**config.mk**
```make
export PLATFORM = sky130hd
export DESIGN_NAME = accumulator_vm_core_flat
export DESIGN_NICKNAME = d
export VERILOG_FILES = /design/src/avm_pkg.sv /design/src/avm_in_if.sv /design/src/avm_out_if.sv /design/src/accumulator_vm_core.sv /design/src/avm_mem.sv /design/src/flat_wrapper.sv
export VERILOG_INCLUDE_DIRS = /design/src /design/src/src
export SDC_FILE = /design/constraint.sdc
export NUM_CORES = 2
export LEC_CHECK = 0
export BUFFER_PORTS_ARGS = -buffer_cell sky130_fd_sc_hd__buf_4
export CORE_ASPECT_RATIO = 1.75
export CORE_UTILIZATION = 40
export CTS_CLUSTER_SIZE = 10
export DETAILED_ROUTE_END_ITERATION = 8
export PLACE_DENSITY = 0.62
export REMOVE_ABC_BUFFERS = 1
export SLEW_MARGIN = 20
export SYNTH_ARGS = -nofsm -noshare
export SYNTH_HDL_FRONTEND = slang
export SYNTH_HIERARCHICAL = 1
export SYNTH_SLANG_ARGS = --single-unit
```
**constraint.sdc**
```tcl
create_clock -name clk_i -period 24.8 [get_ports clk_i]
set_clock_uncertainty 0.15 [all_clocks]
set_input_delay 1.24 -clock clk_i [delete_from_list [all_inputs] [get_ports clk_i]]
set_output_delay 1.24 -clock clk_i [all_outputs]
set_load 0.1 [all_outputs]
```
**src/accumulator_vm_core_assert.svh**
```systemverilog
// Assertion macros for the accumulator machine core.
`ifndef ACCUMULATOR_VM_CORE_ASSERT_SVH
`define ACCUMULATOR_VM_CORE_ASSERT_SVH

`ifndef SYNTHESIS

// Property that must hold at every clock edge out of reset.
`define AVM_ASSERT(name, clk, rst_n, prop, msg) \
  name: assert property (@(posedge clk) disable iff (!rst_n) (prop)) \
    else $error(msg);

// Property whose consequent must hold in the cycle after the antecedent.
`define AVM_ASSERT_NEXT(name, clk, rst_n, ante, cons, msg) \
  name: assert property (@(posedge clk) disable iff (!rst_n) (ante) |=> (cons)) \
    else $error(msg);

`else

`define AVM_ASSERT(name, clk, rst_n, prop, msg)
`define AVM_ASSERT_NEXT(name, clk, rst_n, ante, cons, msg)

`endif

`endif

```
**src/avm_pkg.sv**
```systemverilog
// Shared types and constants of the accumulator machine core.
`default_nettype none

package avm_pkg;

  localparam int unsigned ADDR_W = 8;
  localparam int unsigned DATA_W = 16;
  localparam int unsigned DEPTH  = 1 << ADDR_W;

  localparam logic [DATA_W-1:0] PROGRAM_BASE = 16'd16;
  localparam logic [DATA_W-1:0] HALT_IP      = 16'd1000;
  localparam logic [DATA_W-1:0] SP_RESET     = 16'h00DF;

  // Memory-mapped ports and special registers
  localparam logic [ADDR_W-1:0] PORT_NUM  = 8'hE0;
  localparam logic [ADDR_W-1:0] PORT_CHR  = 8'hE1;
  localparam logic [ADDR_W-1:0] PORT_RND  = 8'hE2;
  localparam logic [ADDR_W-1:0] REG_STACK = 8'h0E;
  localparam logic [ADDR_W-1:0] REG_LINK  = 8'h0F;

  // Instruction prefixes
  localparam logic [7:0] PFX_HALT = 8'd0;
  localparam logic [7:0] PFX_LD   = 8'd4;
  localparam logic [7:0] PFX_ST   = 8'd5;
  localparam logic [7:0] PFX_LDI  = 8'd6;
  localparam logic [7:0] PFX_STI  = 8'd7;
  localparam logic [7:0] PFX_JZ   = 8'd8;
  localparam logic [7:0] PFX_JN   = 8'd9;
  localparam logic [7:0] PFX_JAL  = 8'd10;
  localparam logic [7:0] PFX_JI   = 8'd11;
  localparam logic [7:0] PFX_ALU  = 8'd12;
  localparam logic [7:0] PFX_SET  = 8'd13;

  // ALU subops
  localparam logic [3:0] SUB_ADD  = 4'd0;
  localparam logic [3:0] SUB_SUB  = 4'd1;
  localparam logic [3:0] SUB_AND  = 4'd2;
  localparam logic [3:0] SUB_OR   = 4'd3;
  localparam logic [3:0] SUB_INC  = 4'd4;
  localparam logic [3:0] SUB_DEC  = 4'd5;
  localparam logic [3:0] SUB_INV  = 4'd6;
  localparam logic [3:0] SUB_XOR  = 4'd7;
  localparam logic [3:0] SUB_PUSH = 4'd12;
  localparam logic [3:0] SUB_POP  = 4'd13;
  localparam logic [3:0] SUB_XCHG = 4'd15;

  // Output event kinds
  localparam logic [1:0] IO_NONE = 2'd0;
  localparam logic [1:0] IO_NUM  = 2'd1;
  localparam logic [1:0] IO_CHR  = 2'd2;

  typedef enum logic [2:0] {
    ST_IDLE,
    ST_FETCH,
    ST_OP1,
    ST_OP2,
    ST_OP3,
    ST_DONE
  } avm_state_e;

  // One memory access per cycle; rnd_en marks a read that sees the random port
  typedef struct packed {
    logic              re;
    logic              we;
    logic              rnd_en;
    logic [ADDR_W-1:0] addr;
    logic [DATA_W-1:0] wdata;
  } avm_mem_req_t;

endpackage

`default_nettype wire

```
**src/avm_in_if.sv**
```systemverilog
// Input channel of the accumulator machine core.
`default_nettype none

interface avm_in_if;
  logic        valid;
  logic        ready;
  logic        op;
  logic [7:0]  load_addr;
  logic [15:0] load_data;
  logic [15:0] random_value;

  modport source (output valid, op, load_addr, load_data, random_value, input ready);
  modport sink   (input valid, op, load_addr, load_data, random_value, output ready);
endinterface

`default_nettype wire

```
**src/avm_out_if.sv**
```systemverilog
// Result channel of the accumulator machine core.
`default_nettype none

interface avm_out_if;
  logic               valid;
  logic               ready;
  logic [1:0]         io_kind;
  logic signed [15:0] io_value;
  logic [15:0]        next_ip;
  logic signed [15:0] accumulator;
  logic               stopped;
  logic               bad_instruction;

  modport source (output valid, io_kind, io_value, next_ip, accumulator, stopped,
                  bad_instruction, input ready);
  modport sink   (input valid, io_kind, io_value, next_ip, accumulator, stopped,
                  bad_instruction, output ready);
endinterface

`default_nettype wire

```
**src/accumulator_vm_core.sv**
```systemverilog
// Accumulator machine core: sequencer around one single-port 256x16 memory.
// A load item, or an execute while halted, goes from IDLE to DONE and then into the result
// register; an execute item first passes FETCH and up to three dependent memory steps.
// One item in flight: the next transfer is taken once the sequencer is back in IDLE,
// after the result registers; a result held by the receiver stalls the sequencer.
// Reset: async, active low; IP 16, acc 0, flags clear; unwritten words read 0 (SP 0xDF).
`default_nettype none

`include "accumulator_vm_core_assert.svh"

module accumulator_vm_core import avm_pkg::*; (
  input  logic           clk_i,
  input  logic           rst_ni,
  avm_in_if.sink         in_i,
  avm_out_if.source      out_o
);

  // Sequencer state
  avm_state_e        state_q, state_d;
  logic [DATA_W-1:0] ip_q, ip_d;
  logic [DATA_W-1:0] acc_q, acc_d;
  logic              halted_q, halted_d;
  logic              invalid_q, invalid_d;

  // Per-item working registers
  logic [DATA_W-1:0] w_q, w_d;       // instruction word
  logic [DATA_W-1:0] tmp_q, tmp_d;   // push value or updated stack pointer
  logic [DATA_W-1:0] rnd_q, rnd_d;
  logic [1:0]        io_kind_q, io_kind_d;
  logic [DATA_W-1:0] io_val_q, io_val_d;

  // Result register
  logic              out_valid_q, out_valid_d;
  logic [1:0]        out_kind_q;
  logic [DATA_W-1:0] out_val_q;
  logic [DATA_W-1:0] out_ip_q;
  logic [DATA_W-1:0] out_acc_q;
  logic              out_stop_q;
  logic              out_bad_q;
  logic              out_load;

  // Memory interface
  avm_mem_req_t      mem_req;
  logic [DATA_W-1:0] mem_rdata;

  // Store through mem_wr semantics: ports turn into output events
  logic              port_wr_en;
  logic [ADDR_W-1:0] port_wr_addr;
  logic [DATA_W-1:0] port_wr_val;

  // Decode fields; in FETCH the word comes straight from the memory
  logic [DATA_W-1:0] inst;
  logic [7:0]        pfx;
  logic [7:0]        opnd;
  logic [3:0]        sub;
  logic [3:0]        rsel;

  assign inst = (state_q == ST_FETCH) ? mem_rdata : w_q;
  assign pfx  = inst[15:8];
  assign opnd = inst[7:0];
  assign sub  = inst[7:4];
  assign rsel = inst[3:0];

  avm_mem u_mem (
    .clk_i   (clk_i),
    .rst_ni  (rst_ni),
    .req_i   (mem_req),
    .rnd_i   (rnd_q),
    .rdata_o (mem_rdata)
  );

  always_comb begin
    state_d      = state_q;
    ip_d         = ip_q;
    acc_d        = acc_q;
    halted_d     = halted_q;
    invalid_d    = invalid_q;
    w_d          = w_q;
    tmp_d        = tmp_q;
    rnd_d        = rnd_q;
    io_kind_d    = io_kind_q;
    io_val_d     = io_val_q;
    mem_req      = '0;
    port_wr_en   = 1'b0;
    port_wr_addr = '0;
    port_wr_val  = '0;
    out_load     = 1'b0;
    in_i.ready   = 1'b0;

    unique case (state_q)
      ST_IDLE: begin
        in_i.ready = 1'b1;
        if (in_i.valid) begin
          rnd_d     = in_i.random_value;
          io_kind_d = IO_NONE;
          io_val_d  = '0;
          if (!in_i.op) begin
            // direct load: raw write, ports included
            mem_req.we    = 1'b1;
            mem_req.addr  = in_i.load_addr;
            mem_req.wdata = in_i.load_data;
            state_d       = ST_DONE;
          end else if (halted_q) begin
            state_d = ST_DONE;
          end else if (ip_q[15:8] != '0) begin
            halted_d = 1'b1;
            state_d  = ST_DONE;
          end else begin
            mem_req.re   = 1'b1;
            mem_req.addr = ip_q[7:0];
            state_d      = ST_FETCH;
          end
        end
      end

      ST_FETCH: begin
        w_d     = mem_rdata;
        ip_d    = ip_q + 16'd1;
        state_d = ST_DONE;
        unique case (pfx)
          PFX_HALT: ip_d = HALT_IP;
          PFX_LD, PFX_LDI, PFX_STI: begin
            mem_req.re     = 1'b1;
            mem_req.rnd_en = 1'b1;
            mem_req.addr   = opnd;
            state_d        = ST_OP1;
          end
          PFX_ST: begin
            port_wr_en   = 1'b1;
            port_wr_addr = opnd;
            port_wr_val  = acc_q;
          end
          PFX_JZ: begin
            if (acc_q == '0) begin
              ip_d = {8'h00, opnd};
            end
          end
          PFX_JN: begin
            if (acc_q[15]) begin
              ip_d = {8'h00, opnd};
            end
          end
          PFX_JAL: begin
            mem_req.we    = 1'b1;
            mem_req.addr  = REG_LINK;
            mem_req.wdata = ip_q + 16'd1;
            ip_d          = {8'h00, opnd};
          end
          PFX_JI: begin
            mem_req.re   = 1'b1;
            mem_req.addr = opnd;
            state_d      = ST_OP1;
          end
          PFX_ALU: begin
            mem_req.re   = 1'b1;
            mem_req.addr = (sub == SUB_POP) ? REG_STACK : {4'h0, rsel};
            state_d      = ST_OP1;
          end
          PFX_SET: acc_d = {8'h00, opnd};
          default: begin
            halted_d  = 1'b1;
            invalid_d = 1'b1;
          end
        endcase
      end

      ST_OP1: begin
        state_d = ST_DONE;
        unique case (pfx)
          PFX_LD: acc_d = mem_rdata;
          PFX_LDI: begin
            mem_req.re     = 1'b1;
            mem_req.rnd_en = 1'b1;
            mem_req.addr   = mem_rdata[7:0];
            state_d        = ST_OP2;
          end
          PFX_STI: begin
            port_wr_en   = 1'b1;
            port_wr_addr = mem_rdata[7:0];
            port_wr_val  = acc_q;
          end
          PFX_JI: ip_d = mem_rdata;
          PFX_ALU: begin
            unique case (sub)
              SUB_ADD: acc_d = acc_q + mem_rdata;
              SUB_SUB: acc_d = acc_q - mem_rdata;
              SUB_AND: acc_d = acc_q & mem_rdata;
              SUB_OR:  acc_d = acc_q | mem_rdata;
              SUB_XOR: acc_d = acc_q ^ mem_rdata;
              SUB_INC: begin
                mem_req.we    = 1'b1;
                mem_req.addr  = {4'h0, rsel};
                mem_req.wdata = mem_rdata + 16'd1;
              end
              SUB_DEC: begin
                mem_req.we    = 1'b1;
                mem_req.addr  = {4'h0, rsel};
                mem_req.wdata = mem_rdata - 16'd1;
              end
              SUB_INV: begin
                mem_req.we    = 1'b1;
                mem_req.addr  = {4'h0, rsel};
                mem_req.wdata = ~mem_rdata;
              end
              SUB_XCHG: begin
                mem_req.we    = 1'b1;
                mem_req.addr  = {4'h0, rsel};
                mem_req.wdata = acc_q;
                acc_d         = mem_rdata;
              end
              SUB_PUSH: begin
                tmp_d        = mem_rdata;
                mem_req.re   = 1'b1;
                mem_req.addr = REG_STACK;
                state_d      = ST_OP2;
              end
              SUB_POP: begin
                // pre-increment the stack pointer
                tmp_d         = mem_rdata + 16'd1;
                mem_req.we    = 1'b1;
                mem_req.addr  = REG_STACK;
                mem_req.wdata = mem_rdata + 16'd1;
                state_d       = ST_OP2;
              end
              default: ;
            endcase
          end
          default: ;
        endcase
      end

      ST_OP2: begin
        state_d = ST_DONE;
        if (pfx == PFX_LDI) begin
          acc_d = mem_rdata;
        end else if (pfx == PFX_ALU && sub == SUB_PUSH) begin
          // push lands on the stack word itself: decrement the pushed value
          port_wr_en   = 1'b1;
          port_wr_addr = mem_rdata[7:0];
          port_wr_val  = tmp_q;
          tmp_d        = (mem_rdata[7:0] == REG_STACK) ? tmp_q - 16'd1
                                                       : mem_rdata - 16'd1;
          state_d      = ST_OP3;
        end else if (pfx == PFX_ALU && sub == SUB_POP) begin
          mem_req.re     = 1'b1;
          mem_req.rnd_en = 1'b1;
          mem_req.addr   = tmp_q[7:0];
          state_d        = ST_OP3;
        end
      end

      ST_OP3: begin
        state_d     = ST_DONE;
        mem_req.we  = 1'b1;
        if (sub == SUB_PUSH) begin
          mem_req.addr  = REG_STACK;
          mem_req.wdata = tmp_q;
        end else begin
          mem_req.addr  = {4'h0, rsel};
          mem_req.wdata = mem_rdata;
        end
      end

      ST_DONE: begin
        // hand over to the result register once it is free
        if (!out_valid_q || out_o.ready) begin
          out_load = 1'b1;
          state_d  = ST_IDLE;
        end
      end

      default: state_d = ST_IDLE;
    endcase

    // Store path: ports emit an event, other addresses write memory
    if (port_wr_en) begin
      priority if (port_wr_addr == PORT_NUM) begin
        io_kind_d = IO_NUM;
        io_val_d  = port_wr_val;
      end else if (port_wr_addr == PORT_CHR) begin
        io_kind_d = IO_CHR;
        io_val_d  = port_wr_val;
      end else begin
        mem_req.we    = 1'b1;
        mem_req.addr  = port_wr_addr;
        mem_req.wdata = port_wr_val;
      end
    end

    // Instruction end: a pointer past the memory halts the machine
    if (state_q != ST_IDLE && state_q != ST_DONE && state_d == ST_DONE) begin
      if (ip_d[15:8] != '0) begin
        halted_d = 1'b1;
      end
    end
  end

  always_comb begin
    out_valid_d = out_valid_q;
    if (out_load) begin
      out_valid_d = 1'b1;
    end else if (out_o.ready) begin
      out_valid_d = 1'b0;
    end
  end

  always_ff @(posedge clk_i or negedge rst_ni) begin
    if (!rst_ni) begin
      state_q     <= ST_IDLE;
      ip_q        <= PROGRAM_BASE;
      acc_q       <= '0;
      halted_q    <= 1'b0;
      invalid_q   <= 1'b0;
      out_valid_q <= 1'b0;
    end else begin
      state_q     <= state_d;
      ip_q        <= ip_d;
      acc_q       <= acc_d;
      halted_q    <= halted_d;
      invalid_q   <= invalid_d;
      out_valid_q <= out_valid_d;
    end
  end

  always_ff @(posedge clk_i) begin
    w_q       <= w_d;
    tmp_q     <= tmp_d;
    rnd_q     <= rnd_d;
    io_kind_q <= io_kind_d;
    io_val_q  <= io_val_d;
    if (out_load) begin
      out_kind_q <= io_kind_q;
      out_val_q  <= io_val_q;
      out_ip_q   <= ip_q;
      out_acc_q  <= acc_q;
      out_stop_q <= halted_q;
      out_bad_q  <= invalid_q;
    end
  end

  assign out_o.valid           = out_valid_q;
  assign out_o.io_kind         = out_kind_q;
  assign out_o.io_value        = $signed(out_val_q);
  assign out_o.next_ip         = out_ip_q;
  assign out_o.accumulator     = $signed(out_acc_q);
  assign out_o.stopped         = out_stop_q;
  assign out_o.bad_instruction = out_bad_q;

  `AVM_ASSERT(a_mem_one_access, clk_i, rst_ni, !(mem_req.re && mem_req.we), "memory read and write in one cycle")
  `AVM_ASSERT_NEXT(a_halt_sticky, clk_i, rst_ni, halted_q, halted_q, "halt flag cleared")
  `AVM_ASSERT(a_bad_implies_stop, clk_i, rst_ni, !out_valid_q || !out_bad_q || out_stop_q, "bad instruction without halt")
  `AVM_ASSERT_NEXT(a_done_delivers, clk_i, rst_ni, state_q == ST_DONE && (!out_valid_q || out_o.ready), out_valid_q && state_q == ST_IDLE, "result not registered")

endmodule

`default_nettype wire

```
**src/avm_mem.sv**
```systemverilog
// Single-port 256x16 main memory with per-word valid bits and random port read.
`default_nettype none

module avm_mem import avm_pkg::*; (
  input  logic                clk_i,
  input  logic                rst_ni,
  input  avm_mem_req_t        req_i,
  input  logic [DATA_W-1:0]   rnd_i,
  output logic [DATA_W-1:0]   rdata_o
);

  logic [DATA_W-1:0] mem_q [DEPTH];
  logic [DEPTH-1:0]  vld_q;
  logic [DATA_W-1:0] rdata_q;
  logic [DATA_W-1:0] rdflt_q;
  logic              rvld_q;
  logic              rsel_q;

  // Storage and read data, no reset
  always_ff @(posedge clk_i) begin
    if (req_i.we) begin
      mem_q[req_i.addr] <= req_i.wdata;
    end
    if (req_i.re) begin
      rdata_q <= mem_q[req_i.addr];
      rdflt_q <= (req_i.addr == REG_STACK) ? SP_RESET : '0;
    end
  end

  // Unwritten words read as their reset value
  always_ff @(posedge clk_i or negedge rst_ni) begin
    if (!rst_ni) begin
      vld_q  <= '0;
      rvld_q <= 1'b0;
      rsel_q <= 1'b0;
    end else begin
      if (req_i.we) begin
        vld_q[req_i.addr] <= 1'b1;
      end
      if (req_i.re) begin
        rvld_q <= vld_q[req_i.addr];
        rsel_q <= req_i.rnd_en && (req_i.addr == PORT_RND);
      end
    end
  end

  assign rdata_o = rsel_q ? rnd_i : (rvld_q ? rdata_q : rdflt_q);

endmodule

`default_nettype wire

```
**src/flat_wrapper.sv**
```systemverilog
// flat-port wrapper written by rule: the top's interface ports become plain ports
module accumulator_vm_core_flat import avm_pkg::*;
  (clk_i, rst_ni, in_i_valid, in_i_op, in_i_load_addr, in_i_load_data, in_i_random_value, in_i_ready, out_o_valid, out_o_io_kind, out_o_io_value, out_o_next_ip, out_o_accumulator, out_o_stopped, out_o_bad_instruction, out_o_ready);
  avm_in_if in_i_i ();
  avm_out_if out_o_i ();
  input  logic clk_i;
  input  logic rst_ni;
  input wire logic [$bits(in_i_i.valid)-1:0] in_i_valid;
  input wire logic [$bits(in_i_i.op)-1:0] in_i_op;
  input wire logic [$bits(in_i_i.load_addr)-1:0] in_i_load_addr;
  input wire logic [$bits(in_i_i.load_data)-1:0] in_i_load_data;
  input wire logic [$bits(in_i_i.random_value)-1:0] in_i_random_value;
  output wire logic [$bits(in_i_i.ready)-1:0] in_i_ready;
  output wire logic [$bits(out_o_i.valid)-1:0] out_o_valid;
  output wire logic [$bits(out_o_i.io_kind)-1:0] out_o_io_kind;
  output wire logic [$bits(out_o_i.io_value)-1:0] out_o_io_value;
  output wire logic [$bits(out_o_i.next_ip)-1:0] out_o_next_ip;
  output wire logic [$bits(out_o_i.accumulator)-1:0] out_o_accumulator;
  output wire logic [$bits(out_o_i.stopped)-1:0] out_o_stopped;
  output wire logic [$bits(out_o_i.bad_instruction)-1:0] out_o_bad_instruction;
  input wire logic [$bits(out_o_i.ready)-1:0] out_o_ready;
  assign in_i_i.valid = in_i_valid;
  assign in_i_i.op = in_i_op;
  assign in_i_i.load_addr = in_i_load_addr;
  assign in_i_i.load_data = in_i_load_data;
  assign in_i_i.random_value = in_i_random_value;
  assign in_i_ready = in_i_i.ready;
  assign out_o_valid = out_o_i.valid;
  assign out_o_io_kind = out_o_i.io_kind;
  assign out_o_io_value = out_o_i.io_value;
  assign out_o_next_ip = out_o_i.next_ip;
  assign out_o_accumulator = out_o_i.accumulator;
  assign out_o_stopped = out_o_i.stopped;
  assign out_o_bad_instruction = out_o_i.bad_instruction;
  assign out_o_i.ready = out_o_ready;
  accumulator_vm_core u_core (.clk_i(clk_i), .rst_ni(rst_ni), .in_i(in_i_i), .out_o(out_o_i));
endmodule
```
==> results summary <==
Setup repair after global routing left no endpoint under its margin. Traced cell by cell, the critical path runs through nor2b_1, a22o_1, nor4_1, nand4_1, a21oi_1, buf_4, nand2_1, a211oi_1, nor2_1, o21ai_0, a221o_4, buf_12, buf_4, buf_4, buf_4, mux4_2, mux4_2, a22oi_1, a21oi_1, or4_1. The post-route fraction of the period consumed by the critical path is 0.482.

The number of flip-flops and latches in the synthesized netlist is between 4,000 and 5,000. The count of nets after finishing is 9,131. After clock tree synthesis, the repair step resized 0 gates.

In this run the number of H-tree levels came out at 6. The die is 886 um tall. The count of flip-flops with a built-in enable after synthesis is around 4,200. The path type of the worst setup path is reg2reg. The clock-pin slew reported for the worst setup and hold paths after clock tree synthesis is 0.06 ns. The insertion delay of the later-clocked pin in the worst-skew pair came out at 1.00 ns. During synthesis, Yosys emitted a total of 6 warnings. The total count of max-transition violations in the final report came out at 0. The number of buffers added on ports is 98. The data required time of the worst path came out at 25.38 ns.

Summed over all cells, the static leakage comes to about 66 nW. The area of the mapped netlist came out at about 180,000 um2. The maximum number of pins on one net before global-route repair is ~160.

The setup TNS is 0 ns. The run finished with clean final reports. In this run the worst path has a maximum fanout of 94. The slowest stage of the critical path belongs to the cell sky130_fd_sc_hd__nor4_1.

The DRC violation count after routing is 0. The hold violation total from the final report is 0. The row count came out at around 320. The part of the power in combinational logic came out at 0.304. The cell type contributing the most total cell area after synthesis is sky130_fd_sc_hd__edfxtp_1.

The time the final worst path needs with I/O delays and setup came out at between 10 and 15 ns. The min-delay analysis places its worst path in the category in2async. The data arrival time of the critical path came out at roughly 13 ns.

Leaving out fill and tap cells, the most frequent cells in the layout are sky130_fd_sc_hd__edfxtp_1, sky130_fd_sc_hd__mux4_2, sky130_fd_sc_hd__buf_4. The buffering stage count on the worst path with inverters included is 5. The CTS tree is yes. The number of buffers between clock root and the deepest sink came out at 4.

The largest stage delay on the critical path is approximately 0.98 ns. For this configuration, the core starts out at a cell density of 0.402. The number of maximum-capacitance violations came out at 0. Clock tree synthesis selected as its root buffer the cell sky130_fd_sc_hd__clkbuf_16. The first-pass GRT wire length came out at approximately 750 mm. The HPWL after detailed placement came out at 336 mm. The number of buffers created by CTS is ~530.

Fill cells in the final layout number 36,700. The total via count in the routed design is just over 90,000. The relative max-transition margin came out at 0.124.

The most used flip-flop cell after synthesis is sky130_fd_sc_hd__edfxtp_1. Setup slack closes at approximately 13 ns. The switching component of the power came out at 7.66 mW.

The number of detailed-route iterations in the first pass is 8. The proportion of layout cells with a drive suffix above 1 came out at 0.329. The routability congestion estimate from global placement came out at just over 0.9.

The depth of the worst register-to-register path came out at 20. The total grt overflow is 0. The detail-routed net length per standard cell came out at roughly 36 um.

The number of antenna violations at the first check in global routing is 39. The worst voltage drop across the vdd grid came out at between 0.1 and 0.15 mV. By area the synthesized netlist is led by sky130_fd_sc_hd__edfxtp_1, sky130_fd_sc_hd__mux4_2, sky130_fd_sc_hd__dfrtp_1.

The number of routed nets with antenna violations came out at 0. Setup violations remaining at the end of the flow were counted as 0. The fraction of registers with async set or reset after synthesis came out at 0.0654.

The number of top-level pins came out at 99. The internal power of the cells totals between 15 and 20 mW. The total area inside the core boundary comes to about 440,000 um2. The post-CTS repair timing setup buffer count came out at 0.

Dividing the detail-routed via count by the number of cells gives 6.02. The via count of the first global-routing pass is between 90,000 and 100k. The worst hold slack is 0.00298 ns. The number of buffers inserted by hold repair at cts is 0. The sequential cell area came out at ~130,000 um2. For this design the ratio of total power to cell area is roughly 110 nW/um2. The area of the die is between 400,000 and 500,000 um2. The global-route usage over all layers came out at 0.240. The sequential element share of the synthesized area came out at 0.752. The critical path's most frequent cell is sky130_fd_sc_hd__buf_4. The worst setup path is captured at a flip-flop. The initial DRC count came out at 10,700. In this run, distinct cell masters in the synthesized netlist total 88. The share of synthesized area in the top cell type comes to 0.706. The kind of cell with the highest combined delay on the critical path is compound AO/OA/AOI/OAI gates.

For the pin with the worst max-slew slack, the measured transition is approximately 1.3 ns. Of the total power, the share spent switching nets is 0.326. The post-synthesis to final-layout area growth is 14.6%.

The post-synthesis area per instance is between 20 and 25 um2. Of the total power, the clock network draws 0.295. The slack of the worst reg-to-reg path is 12.85 ns. The die is between 500 and 600 um wide. STA classifies the critical path startpoint as a flip-flop. The placement-stage worst setup slack came out at about 13 ns. The area of the multi-input gates came out at 43,100 um2. The critical path depth came out at 20. The maximum clock rate came out at ~0.084 GHz. The number of sinks on the clock net came out at 4,527. The share of total power dissipated in sequential elements is 0.400.

Wires add up to between 500 and 600 mm. The library cell used most frequently in the layout, excluding fill and tap cells, is sky130_fd_sc_hd__edfxtp_1. The post-synthesis instance total is around 8,400.
## power groups by stage
stage | logic (mW) | registers (mW) | clock network (mW)
final | 7.15 | 9.40 | 6.94
after global placement | 6.99 | 9.55 | 0
after detailed placement | 7.11 | 9.56 | 0
after CTS | 7.13 | 9.40 | 7.05
after floorplan | 9.38 | 10.2 | 0
after global routing | 7.36 | 9.41 | 7.31
## area by class of cell
cell class	instances	share of cell area
repair buffers	593	0.0229
flip-flops and latches	4527	0.656
multi-input cells	3330	0.211
inverters	54	0.00103
diodes	92	0.00113
clock buffers	758	0.0703
well taps	5868	0.0359
clock inverters	31	0.00212
## through the flow
step / cell area (um2) / util / std cells / power, mW
after global routing: 205000 / 0.460 / 15200 / 24.1
final: 205000 / 0.460 / 15300 / 23.5
after floorplan: 176000 / - / 7911 / 19.6
after CTS: 204000 / 0.459 / 15200 / 23.6
after global placement: 189000 / 0.426 / 14400 / 16.5
after detailed placement: 189000 / 0.426 / 14400 / 16.7
## path summary, 6_finish.rpt
path	endpoint	startpoint
max reg2reg	u_core/u_mem/rdata_q[10]	u_core/u_mem/rvld_q
min in group clk_i	u_core/out_o.io_value[8]	u_core/io_val_q[8]
min reg2reg	u_core/out_o.io_value[8]	u_core/io_val_q[8]
max	u_core/u_mem/rdata_q[10]	u_core/u_mem/rvld_q
min	u_core/ip_q[3]	rst_ni
max in group asynchronous	u_core/u_mem/vld_q[196]	rst_ni
## state kept, by name, summed over array words and instances (netlist names), 2 cells and up
signal / flops
u_core/out_o.accumulator: 16
u_core/u_mem/rdata_q: 16
u_core/acc_q: 16
u_core/state_q: 3
u_core/w_q: 16
u_core/io_kind_q: 2
u_core/io_val_q: 16
u_core/tmp_q: 16
u_core/rnd_q: 16
u_core/u_mem/vld_q: 256
u_core/out_o.io_value: 16
u_core/u_mem/mem_q: 4096
u_core/out_o.next_ip: 16
u_core/out_o.io_kind: 2
u_core/ip_q: 16
## layer usage
metal  vias up  GRT usage  part of all wire
met5         -          0           0.00013
met4        10      0.170             0.080
met3      1275     0.0367             0.072
met2      4644      0.417              0.52
met1     49700      0.270              0.33
li1      36200          -                 -
## kinds of logic after synthesis
group,synth area share
flip-flops,0.752
multiplexers,0.172
AND/OR/NAND/NOR,0.0319
AO/OA/AOI/OAI,0.0246
buffers and inverters,0.0131
XOR/XNOR,0.00334
adder cells (fa/ha/maj),0.00381
## synthesized netlist by cell type (14+ instances only)
cell	number
sky130_fd_sc_hd__or4_1	14
sky130_fd_sc_hd__nand2b_1	25
sky130_fd_sc_hd__o211ai_1	14
sky130_fd_sc_hd__ha_1	52
sky130_fd_sc_hd__nand3_1	71
sky130_fd_sc_hd__a22oi_1	120
sky130_fd_sc_hd__dfxtp_1	34
sky130_fd_sc_hd__clkbuf_1	242
sky130_fd_sc_hd__mux4_2	1323
sky130_fd_sc_hd__a21oi_1	134
sky130_fd_sc_hd__nand2_1	222
sky130_fd_sc_hd__nand4_1	23
sky130_fd_sc_hd__a221oi_1	36
sky130_fd_sc_hd__a211oi_1	21
sky130_fd_sc_hd__edfxtp_1	4197
sky130_fd_sc_hd__or2_2	264
sky130_fd_sc_hd__buf_2	143
sky130_fd_sc_hd__and2_1	15
sky130_fd_sc_hd__inv_1	46
sky130_fd_sc_hd__nor2_1	381
sky130_fd_sc_hd__a32oi_1	18
sky130_fd_sc_hd__o31ai_1	15
sky130_fd_sc_hd__nor4_1	26
sky130_fd_sc_hd__xnor2_1	51
sky130_fd_sc_hd__nor3_1	31
sky130_fd_sc_hd__a22o_1	16
sky130_fd_sc_hd__o21ai_0	126
sky130_fd_sc_hd__buf_1	57
sky130_fd_sc_hd__xor2_1	17
sky130_fd_sc_hd__or3_1	18
sky130_fd_sc_hd__buf_4	32
sky130_fd_sc_hd__o22ai_1	32
sky130_fd_sc_hd__nor2b_1	22
sky130_fd_sc_hd__a31oi_1	16
sky130_fd_sc_hd__dfrtp_1	295
sky130_fd_sc_hd__mux2i_1	69
Power figures use the tool's default switching activity.
